**src/cfc_pkg.sv**
```systemverilog
// Shared types, constants and helper functions for the command frame checker.
`timescale 1ns / 1ps

package cfc_pkg;

  // Envelope layout: byte offsets of each field in the message.
  localparam int HeaderBytes = 20;
  localparam int OffVersion  = 4;
  localparam int OffKind     = 6;
  localparam int OffReserved = 7;
  localparam int OffLength   = 8;
  localparam int OffHash     = 12;
  localparam int OffRequest  = 20;
  localparam int OffSteps    = 28;
  localparam int OffEnd      = 36;

  // Payload sizes for a plain command and for an advance command.
  localparam int NeedPlain   = 8;
  localparam int NeedAdvance = 16;

  // Default width of the message byte counter.
  localparam int DefaultCountBits = 32;

  // FNV-1a 64 constants.
  localparam logic [63:0] FnvBasis = 64'hCBF2_9CE4_8422_2325;

  // Configuration port geometry.
  localparam int CfgAddrBits = 6;
  localparam int CfgDataBits = 64;
  localparam int CfgIdxLsb   = 3;

  // Configuration register indexes.
  typedef enum logic [2:0] {
    REG_MAX_MSG    = 3'd0,
    REG_PROTO_VER  = 3'd1,
    REG_KIND_FIRST = 3'd2,
    REG_KIND_LAST  = 3'd3,
    REG_ADV_KIND   = 3'd4,
    REG_MAX_STEPS  = 3'd5
  } cfc_reg_e;

  // Result status codes, in check order meaning.
  typedef enum logic [2:0] {
    ST_OK        = 3'd0,
    ST_LIMIT     = 3'd1,
    ST_TRUNCATED = 3'd2,
    ST_MAGIC     = 3'd3,
    ST_VERSION   = 3'd4,
    ST_INVALID   = 3'd5,
    ST_TRAILING  = 3'd6,
    ST_CHECKSUM  = 3'd7
  } cfc_status_e;

  // One input transaction.
  typedef struct packed {
    logic [7:0] data_byte;
    logic       last_byte;
  } cfc_in_t;

  // One result transaction.
  typedef struct packed {
    cfc_status_e status;
    logic [7:0]  message_kind;
    logic [63:0] request_id;
    logic [63:0] step_count;
  } cfc_out_t;

  // Configuration register file contents.
  typedef struct packed {
    logic [31:0] max_msg;
    logic [15:0] proto_ver;
    logic [7:0]  kind_first;
    logic [7:0]  kind_last;
    logic [7:0]  adv_kind;
    logic [63:0] max_steps;
  } cfc_cfg_t;

  localparam cfc_cfg_t CfgReset = '{
    max_msg:    32'd4096,
    proto_ver:  16'd1,
    kind_first: 8'd0,
    kind_last:  8'd2,
    adv_kind:   8'd0,
    max_steps:  64'd1000000
  };

  // Fields captured from one message.
  typedef struct packed {
    logic        magic_ok;
    logic [15:0] version;
    logic [7:0]  kind;
    logic [7:0]  reserved;
    logic [31:0] decl_len;
    logic [63:0] exp_hash;
    logic [63:0] hash;
    logic [63:0] request;
    logic [63:0] steps;
  } cfc_frame_t;

  localparam cfc_frame_t FrameInit = '{
    magic_ok: 1'b1,
    version:  16'd0,
    kind:     8'd0,
    reserved: 8'd0,
    decl_len: 32'd0,
    exp_hash: 64'd0,
    hash:     FnvBasis,
    request:  64'd0,
    steps:    64'd0
  };

  // Expected magic byte at each of the first four offsets.
  function automatic logic [7:0] magic_byte(input logic [1:0] idx);
    logic [7:0] tag;
    case (idx)
      2'd0:    tag = 8'h53;
      2'd1:    tag = 8'h57;
      default: tag = 8'h43;
    endcase
    return tag;
  endfunction

  // One FNV-1a step. The prime is 2^40 + 0x1B3, so the product is a short
  // sum of shifted copies.
  function automatic logic [63:0] fnv_step(input logic [63:0] h, input logic [7:0] b);
    logic [63:0] x;
    x = h ^ {56'd0, b};
    return (x << 40) + (x << 8) + (x << 7) + (x << 5) + (x << 4) + (x << 1) + x;
  endfunction

endpackage

```
**src/cfc_judge.sv**
```systemverilog
// Ordered message checks that turn a captured message into one result.
`timescale 1ns / 1ps

module cfc_judge #(
  parameter int CountBits = cfc_pkg::DefaultCountBits
) (
  input  cfc_pkg::cfc_cfg_t    cfg_i,
  input  cfc_pkg::cfc_frame_t  frame_i,
  input  logic [CountBits-1:0] len_i,
  output cfc_pkg::cfc_out_t    result_o
);

  localparam int LenBits = (CountBits > 32) ? CountBits : 32;

  logic [LenBits-1:0] len_w, max_w, avail, decl_w;
  logic [31:0]        need;
  logic               adv;
  cfc_pkg::cfc_status_e status;

  assign len_w  = LenBits'(len_i);
  assign max_w  = LenBits'(cfg_i.max_msg);
  assign decl_w = LenBits'(frame_i.decl_len);
  assign avail  = len_w - LenBits'(cfc_pkg::HeaderBytes);
  assign adv    = (frame_i.kind == cfg_i.adv_kind);
  assign need   = adv ? 32'(cfc_pkg::NeedAdvance) : 32'(cfc_pkg::NeedPlain);

  // First failing check wins.
  always_comb begin
    if (cfg_i.max_msg < 32'(cfc_pkg::HeaderBytes) || len_w > max_w) begin
      status = cfc_pkg::ST_LIMIT;
    end else if (len_w < LenBits'(cfc_pkg::HeaderBytes)) begin
      status = cfc_pkg::ST_TRUNCATED;
    end else if (!frame_i.magic_ok) begin
      status = cfc_pkg::ST_MAGIC;
    end else if (frame_i.version != cfg_i.proto_ver) begin
      status = cfc_pkg::ST_VERSION;
    end else if (frame_i.reserved != 8'd0) begin
      status = cfc_pkg::ST_INVALID;
    end else if (decl_w > avail) begin
      status = cfc_pkg::ST_TRUNCATED;
    end else if (decl_w < avail) begin
      status = cfc_pkg::ST_TRAILING;
    end else if (frame_i.hash != frame_i.exp_hash) begin
      status = cfc_pkg::ST_CHECKSUM;
    end else if (frame_i.decl_len < need) begin
      status = cfc_pkg::ST_TRUNCATED;
    end else if (frame_i.decl_len > need) begin
      status = cfc_pkg::ST_TRAILING;
    end else if (frame_i.kind < cfg_i.kind_first || frame_i.kind > cfg_i.kind_last ||
                 frame_i.request == 64'd0) begin
      status = cfc_pkg::ST_INVALID;
    end else if (adv && frame_i.steps == 64'd0) begin
      status = cfc_pkg::ST_INVALID;
    end else if (adv && frame_i.steps > cfg_i.max_steps) begin
      status = cfc_pkg::ST_LIMIT;
    end else begin
      status = cfc_pkg::ST_OK;
    end
  end

  // Captured fields go out whatever the status.
  assign result_o.status       = status;
  assign result_o.message_kind = frame_i.kind;
  assign result_o.request_id   = frame_i.request;
  assign result_o.step_count   = adv ? frame_i.steps : 64'd0;

endmodule

```
**config.mk**
```make
export PLATFORM = sky130hd
export DESIGN_NAME = cfc_judge
export DESIGN_NICKNAME = d
export VERILOG_FILES = /design/src/cfc_pkg.sv /design/src/cfc_judge.sv
export SDC_FILE = /design/constraint.sdc
export NUM_CORES = 1
export LEC_CHECK = 0
export ABC_AREA = 1
export BUFFER_PORTS_ARGS = -buffer_cell sky130_fd_sc_hd__buf_2
export CORE_AREA = 2 2 245 247
export DETAILED_ROUTE_END_ITERATION = 6
export DIE_AREA = 0 0 247 249
export GPL_TIMING_DRIVEN = 0
export PLACE_DENSITY = 0.41
export SYNTH_ARGS = -nofsm -noshare
export SYNTH_HDL_FRONTEND = slang
export SYNTH_SLANG_ARGS = --single-unit
```
**constraint.sdc**
```tcl
create_clock -name vclk -period 7.6
set_input_delay 2.28 -clock vclk [all_inputs]
set_output_delay 2.28 -clock vclk [all_outputs]
set_load 0.1 [all_outputs]
```
==> impl_metrics.yaml <==
finish:
  nFillCells: 6793
  n_sequential_cell: 0
  final_layout_size_suffix_gt1_share_pct: 42.7
  clkbuf_count: 0
  layout.nets: 2483
  ff_latch_area_um2: 0
  stdcell_count: 2621
  syn_to_final_growth_pct: 63.7
worst_setup_path:
  path_class: "in -> out"
  cp-startpoint: "len_i[3]"
  worstPathMaxFanout: 3
  critPathSlowestCell: "ha_1"
  worst_ep_arrival_time_ns: 5.46
  crit_path_frequent_cell: "nand2_1"
  cp-end-kind: "primary output"
  worstSetupStartpointType: "input pin"
  slowest_delay_ns: 0.29
  crit_required_ns: 5.32
synthesis:
  synth_top_area_share_pct: 25.6
  syn_inst: 1195
  synth_area_leaders: "ha_1, inv_1, nor2_1, nand2_1, buf_4"
  yosysSeqAreaShare_pct: 0
  yosys.area.top_type: "ha_1"
  synth_area_um2: 7140
  syn_avg_cell_area_um2: 5.98
  yosysWarnings: 0
  ys_types: 46
  syn_nets: 1830
die:
  io_pins: 628
  core_area_um2: 58700
  die_x_um: 247
  start_util_pct: 12.2
  dieArea_um2: 61500
  core.rowCount: 89
  die_y_um: 249
detailed_routing:
  wl_per_cell_um: 14.6
  drtIter0Drc: 223
  firstDrtPassIters: 5
  ant_nets: 0
  vias: 9793
  wirelength_mm: 38.3
  drc: 0
  via_per_inst: 3.74
pwr:
  ir_worst_vdd_uv: 43.7
  p_leak_nw: 6.88
  power_density_nw_per_um2: 59.7
job:
  maxCapViolations: 0
place:
  dpl.cell_count: 2596
  gp_congestion: 0.936
  io_buffers: 628
  dp_hpwl_mm: 36.4
timing:
  fin_tns_setup_ns: -0.265
  slew_violations: 0
  tightest_slew_ns: 0.872
  rsz0062_at_grt: "yes"
  slew_headroom_pct: 41.3
  finalSetupViolCount: 3
  fmax_mhz: 129
  period_share_pct: 102
  final_hold_viol_count: 0
  worst_slack_ns: -0.136
  finalWorstPathRequiredPeriod_ns: 7.74
grt:
  grt.overflow.total: 0
  grt_max_degree: 12
  grtUsageTotal_pct: 11.5
  grt_pass1_wl_mm: 54.9
  antenna_found_initial: 7
  grt_pass1_vias: 9848
status:
  failed_checks: "setup timing"
  outcome: "finished with violations"
worst_hold_path:
  hp-start: "frame_i[320]"
  min_path_type: "in -> out"
-- cell families after synthesis --
family	Yosys count	share of synthesized area, %
and+or+nand+nor	512	33.1
buffers and inverters	326	21.0
adders and majority gates	146	25.6
AOI/OAI and AO/OA	122	9.43
xor gates and xnor gates	89	10.9
-- routing by layer --
layer  track usage, %  vias up  share of wire (%)
li1                 -     5077                  -
met1             13.7     4326                 41
met2             21.7      350                 50
met3             1.65       32                6.6
met4             1.84        8                1.7
met5                0        -              0.091
-- cells in the mapped netlist (6+ instances only) --
cell and instances:
buf_4 72, inv_1 238, nor3_1 7, a21oi_1 70, nand4_1 41, nand3_1 35, o21ai_0 24, nand2_1 173
xor2_1 35, xnor2_1 54, ha_1 146, inv_2 6, nor2_1 177, o21a_1 6, nor4_1 36, or2_2 18
-- layout make-up --
cell class                      instances  area, um2  share of cell area, %
Inverter                              247        950                   8.12
Multi-Input combinational cell        869       5790                   49.5
Timing Repair Buffer                  651       3410                   29.2
Antenna cell                            2       5.00                 0.0428
Buffer                                 79        569                   4.87
Tap cell                              773        967                   8.27
-- worst max-delay path, delay by kind of cell --
family                   cells  cell delay, ns
AND/OR/NAND/NOR             19            1.86
buffers and inverters        6            0.65
adder cells (fa/ha/maj)      2            0.43
XOR/XNOR                     1            0.15
AO/OA/AOI/OAI                1            0.06
-- stage by stage --
stage               util, %  setup WS, ns  total power, mW  cell area, um2  hold WS, ns
global route           19.9        -0.431            0.766           11700         5.00
floorplan                 -       -0.0541            0.419            7150         4.77
global placement       19.2        -0.817            0.673           11300         5.03
CTS                    19.6        -0.424            0.700           11500         4.98
detailed placement     19.2        -0.953            0.682           11300         5.04
finish                 19.9        -0.136            0.698           11700         4.98
-- final timing paths --
check,to,slack [ns],cells past startpoint
setup / recovery,result_o[136],-0.14,29
hold / removal,result_o[138],4.98,4
-- layout by cell type (no fill, tap or decap), types with 2 or more instances in the layout --
cell	instances
diode_2	2
nand4_1	41
nor4_4	3
nor4_1	34
nor3b_1	2
inv_4	2
ha_1	145
nor2_2	7
o21a_1	6
o21ai_0	24
o21ai_1	4
nand2_2	5
nand3_4	2
xor2_1	34
nor2_1	169
inv_1	237
buf_4	99
buf_12	3
or2_2	18
buf_6	5
a31oi_1	4
buf_2	616
nand2_1	171
nor3_1	6
clkinv_1	2
nand2_4	3
or2_1	3
xnor2_1	54
nand3_1	34
buf_1	5
nor2_4	8
o211ai_1	5
a21oi_1	69
inv_2	4
-- power by group --
part | internal, mW | switching [mW]
registers | 0 | 0
logic | 0.262 | 0.436
clock network | 0.0000000352 | 0
total | 0.262 | 0.436
-- repair_timing --
item / CTS / global route
gates resized for setup: 51 / 15
setup endpoints to repair: 3 / 3
hold buffers: 0 / 0
cloned: 0 / 0
setup buffers: 11 / 12
pin swaps: 25 / 20
hold endpoints to repair: 0 / 0
No activity file was read; power rests on OpenSTA's default activity.
